**config.mk**
```make
export PLATFORM = sky130hd
export DESIGN_NAME = bracket_nesting_checker_core
export DESIGN_NICKNAME = d
export VERILOG_FILES = /design/src/sv/bnc_pkg.sv /design/src/sv/bnc_stack_mem.sv /design/src/sv/bracket_nesting_checker_core.sv
export SDC_FILE = /design/constraint.sdc
export NUM_CORES = 1
export LEC_CHECK = 0
export BUFFER_PORTS_ARGS = -buffer_cell sky130_fd_sc_hd__buf_2
export CAP_MARGIN = 20
export CORE_MARGIN = 2
export CORE_UTILIZATION = 45
export DETAILED_ROUTE_END_ITERATION = 8
export GPL_TIMING_DRIVEN = 0
export HOLD_SLACK_MARGIN = 0.15
export PLACE_DENSITY = 0.61
export SYNTH_ARGS = -nofsm -noshare
export SYNTH_HDL_FRONTEND = slang
export SYNTH_SLANG_ARGS = --single-unit
```
**constraint.sdc**
```tcl
create_clock -name clk_i -period 4.1 [get_ports clk_i]
set_clock_uncertainty 0.15 [all_clocks]
set_input_delay 0.41 -clock clk_i [delete_from_list [all_inputs] [get_ports clk_i]]
set_output_delay 0.41 -clock clk_i [all_outputs]
set_load 0.01 [all_outputs]
```
**src/sv/bnc_pkg.sv**
```systemverilog
// ----------------------------------------------------------------------------
// Bracket nesting checker package
// Item types, result codes and shared constants for the checker core.
// ----------------------------------------------------------------------------
`default_nettype none

package bnc_pkg;

  // Fixed field widths
  localparam int unsigned IdxW   = 16;
  localparam int unsigned DepthW = 6;

  // Token classes
  localparam logic [2:0] TC_PLAIN  = 3'd0;
  localparam logic [2:0] TC_UNUSED = 3'd7;

  // Input commands
  localparam logic CMD_TOKEN = 1'b0;
  localparam logic CMD_END   = 1'b1;

  // Bracket kinds
  localparam logic [1:0] KIND_NONE = 2'd3;

  // Result events
  typedef enum logic [2:0] {
    EV_PLAIN    = 3'd0,
    EV_OPEN     = 3'd1,
    EV_MATCH    = 3'd2,
    EV_MISMATCH = 3'd3,
    EV_DANGLE   = 3'd4,
    EV_BALANCED = 3'd5,
    EV_OVERFLOW = 3'd6
  } event_e;

  // Control sequencer states
  typedef enum logic [1:0] {
    ST_IDLE,
    ST_EXEC,
    ST_DRAIN_RD,
    ST_DRAIN_EMIT
  } state_e;

  typedef struct packed {
    logic            cmd;
    logic [2:0]      token_class;
    logic [IdxW-1:0] token_index;
  } in_item_t;

  typedef struct packed {
    logic [2:0]        event_res;
    logic [1:0]        bracket_kind;
    logic [IdxW-1:0]   open_index;
    logic [IdxW-1:0]   close_index;
    logic [DepthW-1:0] depth;
    logic              all_ok;
    logic              last;
  } out_item_t;

  // One stack entry: opener kind and its token index
  typedef struct packed {
    logic [1:0]      kind;
    logic [IdxW-1:0] index;
  } stk_entry_t;

endpackage

`default_nettype wire

```
**src/sv/bnc_stack_mem.sv**
```systemverilog
// ----------------------------------------------------------------------------
// Bracket stack memory
// Single-port-write, single-port-read RAM with registered read data.
// ----------------------------------------------------------------------------
`default_nettype none

module bnc_stack_mem #(
  parameter int unsigned Depth = 32
) (
  input  wire                                clk_i,
  input  wire                                wr_en_i,
  input  wire  [$clog2(Depth)-1:0]           wr_addr_i,
  input  wire  bnc_pkg::stk_entry_t          wr_data_i,
  input  wire  [$clog2(Depth)-1:0]           rd_addr_i,
  output bnc_pkg::stk_entry_t                rd_data_o
);
  import bnc_pkg::*;

  stk_entry_t mem_q [Depth];
  stk_entry_t rd_data_q;

  // Write port
  always_ff @(posedge clk_i) begin
    if (wr_en_i) begin
      mem_q[wr_addr_i] <= wr_data_i;
    end
  end

  // Read port, registered read data
  always_ff @(posedge clk_i) begin
    rd_data_q <= mem_q[rd_addr_i];
  end

  assign rd_data_o = rd_data_q;

endmodule

`default_nettype wire

```
**src/sv/bracket_nesting_checker_core.sv**
```systemverilog
// A token item's result is registered: the accepting edge reads the stack top from
//   RAM, the item waits in the execute state until the output register is free,
//   then its result is loaded. No new item is taken until the sequencer is idle.
// End of stream with N open brackets gives N results, the first from the execute
//   state and each further one from a drain read and a drain emit state (one RAM read per entry).
// Reset clears depth, sequencer and output valid and sets the ok flag; the stack RAM is not reset.
// ----------------------------------------------------------------------------
// Bracket nesting checker core
// Matches three bracket kinds with a RAM-held stack, reports dangling openers.
// ----------------------------------------------------------------------------
`default_nettype none

module bracket_nesting_checker_core #(
  parameter int unsigned STACK_DEPTH = 32
) (
  input  wire                 clk_i,
  input  wire                 rst_ni,
  input  wire                 in_valid_i,
  output logic                in_stall_o,
  input  wire bnc_pkg::in_item_t in_item_i,
  output logic                out_valid_o,
  input  wire                 out_stall_i,
  output bnc_pkg::out_item_t  out_item_o
);
  import bnc_pkg::*;

  localparam int unsigned AW  = $clog2(STACK_DEPTH);
  localparam int unsigned SpW = $clog2(STACK_DEPTH + 1);

  state_e          state_q, state_d;
  logic [SpW-1:0]  sp_q, sp_d;
  logic            ok_q, ok_d;
  in_item_t        item_q;
  out_item_t       out_q, res;
  logic            out_valid_q, out_valid_d;
  logic            res_load;
  logic            out_free;
  logic            in_acc;

  logic            wr_en;
  logic [AW-1:0]   wr_addr;
  stk_entry_t      wr_data;
  logic [AW-1:0]   rd_addr;
  stk_entry_t      top;

  logic [SpW-1:0]  sp_dec;
  logic [1:0]      tok_kind;
  logic            tok_plain;
  logic            tok_opener;

  assign in_stall_o = (state_q != ST_IDLE);
  assign in_acc     = in_valid_i && !in_stall_o;
  assign out_free   = !out_valid_q || !out_stall_i;

  // Token decode
  assign sp_dec     = sp_q - SpW'(1);
  assign tok_plain  = (item_q.token_class == TC_PLAIN) || (item_q.token_class == TC_UNUSED);
  assign tok_opener = item_q.token_class[0];
  assign tok_kind   = 2'((item_q.token_class - 3'd1) >> 1);

  // Stack RAM: read top of stack every cycle, push at sp
  assign rd_addr = (sp_q == '0) ? '0 : sp_dec[AW-1:0];
  assign wr_addr = sp_q[AW-1:0];
  assign wr_data = '{kind: tok_kind, index: item_q.token_index};

  bnc_stack_mem #(
    .Depth (STACK_DEPTH)
  ) u_stack (
    .clk_i     (clk_i),
    .wr_en_i   (wr_en),
    .wr_addr_i (wr_addr),
    .wr_data_i (wr_data),
    .rd_addr_i (rd_addr),
    .rd_data_o (top)
  );

  // Next state
  always_comb begin
    state_d = state_q;
    unique case (state_q)
      ST_IDLE: begin
        if (in_acc) state_d = ST_EXEC;
      end
      ST_EXEC: begin
        if (out_free) begin
          state_d = (item_q.cmd == CMD_END && sp_q > SpW'(1)) ? ST_DRAIN_RD : ST_IDLE;
        end
      end
      ST_DRAIN_RD: begin
        state_d = ST_DRAIN_EMIT;
      end
      ST_DRAIN_EMIT: begin
        if (out_free) state_d = (sp_q > SpW'(1)) ? ST_DRAIN_RD : ST_IDLE;
      end
    endcase
  end

  // Result, stack update and flag update
  always_comb begin
    sp_d     = sp_q;
    ok_d     = ok_q;
    wr_en    = 1'b0;
    res_load = 1'b0;
    res      = '{event_res:    EV_PLAIN,
                 bracket_kind: KIND_NONE,
                 open_index:   '0,
                 close_index:  item_q.token_index,
                 depth:        DepthW'(sp_q),
                 all_ok:       ok_q,
                 last:         1'b1};
    unique case (state_q)
      ST_EXEC: begin
        if (out_free) begin
          res_load = 1'b1;
          if (item_q.cmd == CMD_END) begin
            if (sp_q == '0) begin
              res.event_res = EV_BALANCED;
              ok_d          = 1'b1;
            end else begin
              // first dangling opener, straight from the top read
              res.event_res    = EV_DANGLE;
              res.bracket_kind = top.kind;
              res.open_index   = top.index;
              res.depth        = DepthW'(sp_dec);
              res.all_ok       = 1'b0;
              res.last         = (sp_dec == '0);
              sp_d             = sp_dec;
              if (sp_dec == '0) ok_d = 1'b1;
            end
          end else if (tok_plain) begin
            res.event_res = EV_PLAIN;
          end else if (tok_opener) begin
            res.bracket_kind = tok_kind;
            res.open_index   = item_q.token_index;
            if (sp_q < SpW'(STACK_DEPTH)) begin
              wr_en         = 1'b1;
              sp_d          = sp_q + SpW'(1);
              res.event_res = EV_OPEN;
              res.depth     = DepthW'(sp_d);
            end else begin
              ok_d          = 1'b0;
              res.event_res = EV_OVERFLOW;
              res.all_ok    = 1'b0;
            end
          end else begin
            res.bracket_kind = tok_kind;
            if (sp_q != '0 && top.kind == tok_kind) begin
              sp_d           = sp_dec;
              res.event_res  = EV_MATCH;
              res.open_index = top.index;
              res.depth      = DepthW'(sp_dec);
            end else begin
              ok_d           = 1'b0;
              res.event_res  = EV_MISMATCH;
              res.open_index = (sp_q != '0) ? top.index : '0;
              res.all_ok     = 1'b0;
            end
          end
        end
      end
      ST_DRAIN_EMIT: begin
        if (out_free) begin
          res_load         = 1'b1;
          res.event_res    = EV_DANGLE;
          res.bracket_kind = top.kind;
          res.open_index   = top.index;
          res.depth        = DepthW'(sp_dec);
          res.all_ok       = 1'b0;
          res.last         = (sp_dec == '0);
          sp_d             = sp_dec;
          if (sp_dec == '0) ok_d = 1'b1;
        end
      end
      default: ;
    endcase
  end

  // Output register valid
  always_comb begin
    out_valid_d = out_valid_q;
    if (res_load) begin
      out_valid_d = 1'b1;
    end else if (!out_stall_i) begin
      out_valid_d = 1'b0;
    end
  end

  // Control registers
  always_ff @(posedge clk_i or negedge rst_ni) begin
    if (!rst_ni) begin
      state_q     <= ST_IDLE;
      sp_q        <= '0;
      ok_q        <= 1'b1;
      out_valid_q <= 1'b0;
    end else begin
      state_q     <= state_d;
      sp_q        <= sp_d;
      ok_q        <= ok_d;
      out_valid_q <= out_valid_d;
    end
  end

  // Payload registers
  always_ff @(posedge clk_i) begin
    if (in_acc) item_q <= in_item_i;
    if (res_load) out_q <= res;
  end

  assign out_valid_o = out_valid_q;
  assign out_item_o  = out_q;

  // Stack depth never exceeds its capacity
  a_sp_range: assert property (@(posedge clk_i) disable iff (!rst_ni)
    sp_q <= SpW'(STACK_DEPTH))
    else $error("stack pointer beyond capacity");

  // Drain states only run with entries left on the stack
  a_drain_nonempty: assert property (@(posedge clk_i) disable iff (!rst_ni)
    (state_q == ST_DRAIN_RD || state_q == ST_DRAIN_EMIT) |-> sp_q != '0)
    else $error("drain with empty stack");

  // Final dangling result leaves an empty stack and a fresh ok flag
  a_drain_end: assert property (@(posedge clk_i) disable iff (!rst_ni)
    res_load && res.event_res == EV_DANGLE && res.last |=> sp_q == '0 && ok_q)
    else $error("drain did not restore stream state");

  // Dangling results always report an error
  a_dangle_not_ok: assert property (@(posedge clk_i) disable iff (!rst_ni)
    out_valid_q && out_q.event_res == EV_DANGLE |-> !out_q.all_ok)
    else $error("dangling result marked ok");

  // A push only happens below capacity
  a_push_room: assert property (@(posedge clk_i) disable iff (!rst_ni)
    wr_en |-> sp_q < SpW'(STACK_DEPTH))
    else $error("push into full stack");

endmodule

`default_nettype wire

```
# After elaboration in Yosys (flattened, before gate mapping)
# Memories as Yosys holds them, arrays and structs flattened. A register that Yosys moved wholly into a read port is not among the register bits.
# Cells that the tools add are included.
# totals
reg_bits	75
ramBits	576
in_bits	24
out_inout_bits	47
wordCells	109
n_memories	1
# memory_table
memory	words	width	rd	rd_clocked_by_memory_dff	wr	line_no	rtl
u_stack.mem_q	32	18	1	1	1	bnc_stack_mem.sv:19	stk_entry_t mem_q [Depth];
# op_classes
add_sub_neg	3
magnitude_cmp	2
n_eq_ne	11
mux	59
n_reduce_logical	19
# ops
cell	n
$mux 21	4
$mux 6	8
$pmux 21 s2	1
$mux 18	2
$mux 16	2
$mux 1	24
$mux 8	3
$mux 7	3
$pmux 8 s2	1
$logic_not 6->1	2
$pmux 6 s2	1
$mux 2	5
$pmux 2 s4	1
$add 6x1->6 const B	1
$gt 6x1->1 const B	1
$lt 6x6->1 const B	1
$mux 3	2
$ne 2x2->1 const B	3
$ne 3x3->1 const B	2
$reduce_bool 6->1	1
$sub 6x1->6 const B	1
$mux 5	1
$reduce_and 5->1	1
$eq 2x2->1 const B	2
other kinds (15)	21

# Logic depth before layout (Yosys ltp)
# Gate-level depths: netlist (run 1).
# logic_depth
depth_word	9
depth_mapped	13
depth_no_buf	11

# Modules after synthesis
# Synthesis (run 1) repeated with hierarchy kept, for this count alone.
# hier_totals
hier_cells	1552
area_unflattened_um2	26616.8
# by_module_without_submodules
mod	instances	cells_each	area_per_inst_um2	seq_area_each_um2
bnc_stack_mem	1	1278	23050.9	17656.9
bracket_nesting_checker_core	1	274	3565.9	2203.4

# Least setup slack after synthesis (run 1)
# OpenSTA, ideal clock, no wires.
# synth_timing
path_kind	reg-to-reg
from	register item_q[16] in the netlist's numbering
to	memory u_stack.mem_q[13][0] in the netlist's numbering (enable)
setup_ns	0.393
arrival_ns	2.708
required_time_ns	3.557
path_slack_ns	0.850
stages_incl_launch_ff	8
path_buffers	0
period_less_slack_ns	3.250
path_cell_list	edfxtp_1 > inv_1 > ha_1 > mux2i_1 > nand2_1 > nor4_1 > nand2_1 > nor2_1
# synth_between
elab_chain_cells	8
elab_cells_between_ends	10
cone_classes	1 x eq/ne; 7 x mux; 2 x reduce/logical
# synth_rtl
element	line_no	rtl
start: declaration	bracket_nesting_checker_core.sv:33	in_item_t item_q;
start signal: assignment	bracket_nesting_checker_core.sv:205	if (in_acc) item_q <= in_item_i;
$eq 3x3->1 or $logic_not 3->1 (tied branches)	bracket_nesting_checker_core.sv:57	assign tok_plain = (item_q.token_class == TC_PLAIN) || (item_q.token_class == TC_UNUSED);
$logic_or 1x1->1	bracket_nesting_checker_core.sv:57	
$mux 1 (*)	bracket_nesting_checker_core.sv:130	end else if (tok_plain) begin
$mux 1 (*)	bracket_nesting_checker_core.sv:115	if (item_q.cmd == CMD_END) begin
$mux 1 (*)	bracket_nesting_checker_core.sv:113	if (out_free) begin
$mux 1 (*)	bracket_nesting_checker_core.sv:111	unique case (state_q)
$mux 1 (*)	bnc_stack_mem.sv:24	if (wr_en_i) begin
$mux 1 (not written as such) (*)	bnc_stack_mem.sv:25	mem_q[wr_addr_i] <= wr_data_i;
end: declaration	bnc_stack_mem.sv:19	
# Mark *: on every way between the ends. The rest lies on a longest branch, timed or not.

# Worst setup path in the final report (run 1)
# layout_timing
from	register sp_q[0]
to	register u_stack.rd_data_o[6] (netlist name)
# layout_between
elab_chain_cells	2
elab_cells_between_ends	3
cone_classes	1 x add/sub; 1 x mux; 1 x reduce/logical
# layout_rtl
element	line_no	rtl
start: declaration	bracket_nesting_checker_core.sv:31	logic [SpW-1:0] sp_q, sp_d;
start signal: assignment	bracket_nesting_checker_core.sv:197	sp_q <= sp_d;
$sub 6x1->6 or $logic_not 6->1 (tied branches)	bracket_nesting_checker_core.sv:56, bracket_nesting_checker_core.sv:62	
$mux 5 (*)	bracket_nesting_checker_core.sv:62	assign rd_addr = (sp_q == '0) ? '0 : sp_dec[AW-1:0];
# Marks and branches as above.
# A chain may end at the register's enable or synchronous reset.

==> results of run 1 <==
## state kept, by name (all words and copies together) (netlist names)
register           cells
u_stack.mem_q        576
sp_q                   6
state_q                2
u_stack.rd_data_o     18
out_item_o            45
item_q                20
ok_q                   1
out_valid_o            1
## through the flow
stage	total power, uW	area [um2]	hold slack [ns]	setup WS [ns]
final	21900	31100	0.356	0.146
after floorplan	13000	26000	-0.0356	0.850
after global placement	15700	27400	0.141	-0.868
after CTS	21900	31000	0.334	-0.102
after detailed placement	15800	28500	0.144	-0.530
after global routing	22800	31100	0.357	-0.0130
## kinds of logic (layout without fill, tap and decap cells)
kind of cell	count (synthesis)	after routing	synth area share, %
DFF	669	669	76.2
and+or+nand+nor	375	375	6.42
AOI/OAI and AO/OA	242	242	6.40
muxes	111	111	8.53
buffers and inverters	94	367	1.63
adders and majority gates	9	9	0.432
xor gates and xnor gates	9	9	0.355
## power groups by stage
stage / Sequential (uW) / Clock [uW] / Combinational [uW]
floorplan: 7920 / 0 / 5110
global placement: 7890 / 0 / 7820
detailed placement: 7890 / 0 / 7890
CTS: 7750 / 6150 / 8000
global route: 7770 / 6460 / 8610
finish: 7760 / 6060 / 8070
## synth_stat cells, types with 3 or more instances
cell type and number:
nand2_1 186, nor3b_1 3, mux2_2 17, a221oi_1 3
nor2_1 52, clkbuf_1 36, a21oi_1 85, nand3_1 78
edfxtp_1 641, nor2b_1 21, mux2i_1 7, o21ai_0 18
nand2b_1 5, dfrtp_1 9, dfxtp_1 18, a2bb2oi_1 17
ha_1 9, o31ai_1 5, inv_1 12, nand3b_1 4
nor3_1 7, a31oi_1 3, buf_2 36, o211ai_1 4
a22o_1 19, a21boi_0 3, mux4_2 87, a211oi_1 6
a32oi_1 18, xnor2_1 6, a22oi_1 39, or3_1 4
buf_4 5, a221o_1 3
## per-layer routing
metal	vias to the layer above	global-route usage, %
met5	-	0
met3	116	4.32
li1	6436	-
met2	655	36.2
met1	7637	33.2
met4	2	11.0
## worst max path at each step
stage                                           end  slack, ns  cells past startpoint
floorplan            u_stack.mem_q[13][0]$_DFFE_PP_       0.85                      7
global placement    u_stack.mem_q[18][13]$_DFFE_PP_      -0.87                      7
detailed placement     u_stack.rd_data_o[8]$_DFF_P_      -0.53                     12
CTS                    u_stack.rd_data_o[5]$_DFF_P_      -0.10                     11
global route           u_stack.rd_data_o[6]$_DFF_P_      -0.01                     12
finish                 u_stack.rd_data_o[6]$_DFF_P_       0.15                     11
## cell type report
cell class	instances	share of cell area (%)
clock inverter	33	0.764
buffer	78	1.24
sequential	669	63.9
timing repair buffer	147	5.29
clock buffer	95	6.26
inverter	14	0.173
tap	765	3.08
multi-input combinational	746	19.3
## repair_timing
action | in CTS | in global routing
hold buffers | 25 | 0
setup endpoints to repair | 95 | 345
endpoints found under the hold margin | 33 | 0
pin swaps | 0 | 1
resized for setup | 18 | 30
==> out/metrics.cfg, run 1 <==
[outcome]
status = finished, final reports clean

[clock_network]
postCtsSetupRepairBufs = 0
clk_pin_slew_ns = 0.06
cts-buffers-inserted = 70
htree_levels = 3
cts_root_buf = clkbuf_16
cts_tree = yes
cts_buffer_depth = 3
clkLatencyLatePin_ns = 0.61
cts.sinks = 669

[critical_path]
critPathLaunchType = register
cp_num_buf_inv = 4
crit_start = sp_q[0]$_DFFE_PN0P_
rr_worst_depth = 11
critPathMaxStageDelay_ns = 0.51
crit_chain = clkbuf_2 -> inv_1 -> ha_1 -> nor4b_1 -> o21ai_0 -> buf_2 -> buf_2 -> mux4_2 -> nor2b_1 -> a21oi_1 -> a32oi_2
cpLargestDelayFamily = buffers and inverters
timing.rr.end = u_stack.rd_data_o[6]$_DFF_P_
crit_top_cell = buf_2
cp-end-kind = register
crit_slowest_cell = a21oi_1
r2r_start = sp_q[0]$_DFFE_PN0P_
reg2reg_setup_slack_ns = 0.15
worst_ep_arrival_time_ns = 4.25
crit_type = register to register
critPathMaxFanout = 10
crit_required_ns = 4.40

[timing]
period_share_pct = 96.4
slew_headroom_pct = 32.3
hold_violations = 0
tightest_slew_ns = 1.02
min_period_ns = 3.95
fmax_ghz = 0.253
setup_viol = 0
rsz0062_at_grt = true
final_max_slew_viol_count = 0
fin_tns_setup_ns = 0

[power]
p_clk_share_pct = 27.7
p_int_uw = 14200
p_seq_share_pct = 35.4
ir_drop_uv = 399
power.leakage_uw = 0.0102
p_per_area_nw_per_um2 = 704
switching_share_pct = 35.0
comb_power_share_pct = 36.9
switching_power_uw = 7670

[detailed_routing]
wl_met1_mm = 28.8
wl_met3_mm = 5.52
vias_per_cell = 5.83
drcViolationCount = 0
drt_iter0_markers = 1835
top_layer_used = met5
wire_per_inst_um = 27.4
routed_wl_mm = 69.8
routed-wl-met2_mm = 32.4
ant_nets = 0
drtPass1Iterations = 6
num_vias = 14846

[die]
ioPinCount = 71
chipHeight_um = 245
initial_core_util_pct = 45.3
std_cell_rows = 88
die_area_um2 = 59800
fp.dieW_um = 245
core_area_um2 = 57500

[yosys]
syn_inst = 1509
synth_area_per_cell_um2 = 17.3
yosys_warnings = 0
synth-async-reset-ratio_pct = 1.49
ys_seq_area_share_pct = 76.2
synth_edf_count = 641
syn_area_um2 = 26000
synthesis.nets = 1542
synth.distinct_cells = 68
synth_top_area_share_pct = 73.9
yosysTopAreaCell = edfxtp_1
synth-seq-cells = 669
yosys_most_used_dff = edfxtp_1
synth_area_leaders = edfxtp_1, mux4_2, nand2_1, a21oi_1, nand3_1

[hold_path]
hold_end = item_q[3]$_DFFE_PP_
worstHoldPathType = primary input to register
hold_path_depth = 2
min_from = in_item_i[3]

[placement]
gp_congestion = 0.900
place_hpwl_mm = 48.2
portBuffers = 70
dp.cells = 2396

[global_routing]
grt-ovfl-total = 0
antenna_found_initial = 2
grt_pass1_vias = 14597
grt_max_degree = 41
grt_pass1_wl_mm = 101
track_usage_pct = 23.7

[layout]
regArea_um2 = 19900
final_cell_mix = edfxtp_1, nand2_1, buf_2, mux4_2, a21oi_1
drive_gt1_share_pct = 25.3
layoutNonFillerInstCount = 2547
area_delta_synth_final_pct = 19.4
fin_util_pct = 54.1
final_common_cell = edfxtp_1
fill_cells = 4527
multi_input_area_um2 = 6010
nNetsFinal = 1759
antenna_cells = 0

[job]
maxCapViolations = 0

Power figures use the tool's default switching activity.
==> inputs of run 2 (changes only) <==
--- a/config.mk
+++ b/config.mk
@@ -5,14 +5,14 @@
 export SDC_FILE = /design/constraint.sdc
 export NUM_CORES = 1
 export LEC_CHECK = 0
-export BUFFER_PORTS_ARGS = -buffer_cell sky130_fd_sc_hd__buf_2
 export CAP_MARGIN = 20
 export CORE_MARGIN = 2
 export CORE_UTILIZATION = 45
 export DETAILED_ROUTE_END_ITERATION = 8
+export DONT_BUFFER_PORTS = 1
 export GPL_TIMING_DRIVEN = 0
 export HOLD_SLACK_MARGIN = 0.15
-export PLACE_DENSITY = 0.61
+export PLACE_DENSITY = 0.6
 export SYNTH_ARGS = -nofsm -noshare
 export SYNTH_HDL_FRONTEND = slang
 export SYNTH_SLANG_ARGS = --single-unit
==> out/metrics.cfg, run 2 (synthesized netlist as in run 1, its figures left out) <==
[outcome]
status = finished, final reports clean

[die]
chipHeight_um = 245  ; unchanged
initial_core_util_pct = 45.3  ; unchanged
die_area_um2 = 59800  ; unchanged
fp.dieW_um = 245  ; unchanged
std_cell_rows = 88  ; unchanged
core_area_um2 = 57500  ; unchanged
ioPinCount = 71  ; unchanged

[layout]
regMostFlops = u_stack.mem_q
layoutNonFillerInstCount = 2470  ; -3.0%
fill_cells = 4603  ; +1.7%
nNetsFinal = 1683  ; -4.3%
final_common_cell = edfxtp_1
final_cell_mix = edfxtp_1, nand2_1, mux4_2, a21oi_1, nand3_1
area_delta_synth_final_pct = 17.4
largest_reg_flops = 576  ; unchanged
drive_gt1_share_pct = 20.9  ; -4.4 points

[power]
p_per_area_nw_per_um2 = 708  ; +0.57%
ir_drop_uv = 416  ; +4.3%
power.leakage_uw = 0.00987  ; -3.5%
power_uw = 21700  ; -1.1%

[clock_network]
clk_pin_slew_ns = 0.06  ; about the same
cts.sinks = 669  ; unchanged
cts_buffer_depth = 3  ; unchanged
cts_root_buf = clkbuf_16
clkLatencyLatePin_ns = 0.61  ; about the same
cts-buffers-inserted = 70  ; unchanged
htree_levels = 3  ; unchanged
cts_tree = yes

[global_routing]
track_usage_pct = 23.4  ; -0.31 points
grt-ovfl-total = 0  ; unchanged
grt_pass1_wl_mm = 100  ; -1.1%
antenna_found_initial = 0  ; -2
grt_pass1_vias = 14397  ; -1.4%
grt_max_degree = 54  ; +32%

[detailed_routing]
vias_per_cell = 5.93  ; +1.7%
wire_per_inst_um = 28.1  ; +2.6%
drtPass1Iterations = 5  ; -1
drt_iter0_markers = 1558  ; -15%
routed_wl_mm = 69.4  ; -0.53%
drcViolationCount = 0  ; unchanged
num_vias = 14643  ; -1.4%
ant_nets = 0  ; unchanged

[timing]
period_share_pct = 96.8  ; +0.37 points
fmax_ghz = 0.252  ; -0.38%
slew_headroom_pct = 32.7  ; +0.35 points
tightest_slew_ns = 1.01  ; -0.00529 ns
hold_violations = 0  ; unchanged
setup_slack_ns = 0.131  ; -0.0151 ns
rsz0062_at_grt = true
setup_viol = 0  ; unchanged
whs_ns = 0.274  ; -0.0822 ns
min_period_ns = 3.97  ; +0.0151 ns
final_max_slew_viol_count = 0  ; unchanged

[critical_path]
cp-end-kind = register
worst_ep_arrival_time_ns = 4.14  ; -0.11 ns
crit_required_ns = 4.27  ; -0.13 ns
crit_type = register to register
critPathMaxFanout = 12  ; +2
critPathLaunchType = register

[hold_path]
worstHoldPathType = primary input to register

[placement]
portBuffers = 0  ; -100%
place_hpwl_mm = 48.0  ; -0.45%
gp_congestion = 0.918  ; +2.0%
dp_worst_setup_slack_ns = -0.459  ; +0.0716 ns
dp.cells = 2321  ; -3.1%

[job]
maxCapViolations = 0  ; unchanged

## run 2: cell count changes in the layout (fill, tap and decap cells not counted), moves of 5 or more
cell	before	now
buf_2	104	35
a21oi_1	79	84
a21oi_2	7	2
clkbuf_1	43	51
clkinv_2	15	7
## run 2: per-layer routing
| layer | track usage (%) | vias up | routed length, um |
|---|---|---|---|
| met2 | 36.2 | 616 | 32400 |
| met5 | 0 | - | 0 |
| met4 | 9.81 | 0 | 2870 |
| met1 | 32.4 | 7635 | 29300 |
| met3 | 4.83 | 112 | 4810 |
| li1 | - | 6280 | - |
## run 2: power by group
| group | internal, uW | leakage (uW) | switching (uW) |
|---|---|---|---|
| clock | 3470 | 0.00106 | 2580 |
| combinational | 2950 | 0.00277 | 4820 |
| sequential | 7670 | 0.00604 | 156 |
## run 2: cell type report
class	count	area, um2	share of cell area (%)
Multi-Input combinational cell	746	5960	19.5
Clock buffer	100	1960	6.39
Clock inverter	26	236	0.773
Antenna cell	1	2.50	0.00818
Buffer	77	369	1.21
Tap cell	765	957	3.13
Sequential cell	669	19900	64.9
Timing Repair Buffer	72	1190	3.89
Inverter	14	53.8	0.176
## run 2: worst paths after layout
kind	from	slack, ns	cells after the start	to
max in group asynchronous	rst_ni	2.79	2	sp_q[1]$_DFFE_PN0P_
worst max register to register	item_q[16]$_DFFE_PP_	0.13	8	u_stack.mem_q[20][9]$_DFFE_PP_
worst max-delay path	item_q[16]$_DFFE_PP_	0.13	8	u_stack.mem_q[20][9]$_DFFE_PP_
worst min register to register	ok_q$_DFFE_PN1P_	0.38	1	ok_q$_DFFE_PN1P_
worst min-delay path	in_item_i[12]	0.27	1	item_q[12]$_DFFE_PP_
min in group asynchronous	rst_ni	0.61	2	sp_q[3]$_DFFE_PN0P_
## run 2: what timing repair did
action | in CTS | in global routing
endpoints found under the setup margin | 86 | 515
resized for setup | 20 | 10
hold endpoints to repair | 53 | 0
buffers inserted | 0 | 1
hold buffers | 24 | 0
## run 2: worst max-delay path, stage by stage, from the launching register on
cell and delay (ns):
edfxtp_1 0.43, inv_1 0.13, ha_1 0.29, mux2i_2 0.51, nand2_1 0.21, nor4_1 0.57
nand2_1 0.53, nor2_2 0.60, buf_8 0.25
## run 2: metrics by stage
step                      instance area (um2)  util [%]  setup TNS, ns
after floorplan                         26000         -              0
after global placement                  27000      47.0        -332.25
after detailed placement                28000      48.8         -11.19
after CTS                               30600      53.2          -3.46
after global routing                    30600      53.2          -4.51
final                                   30600      53.2              0
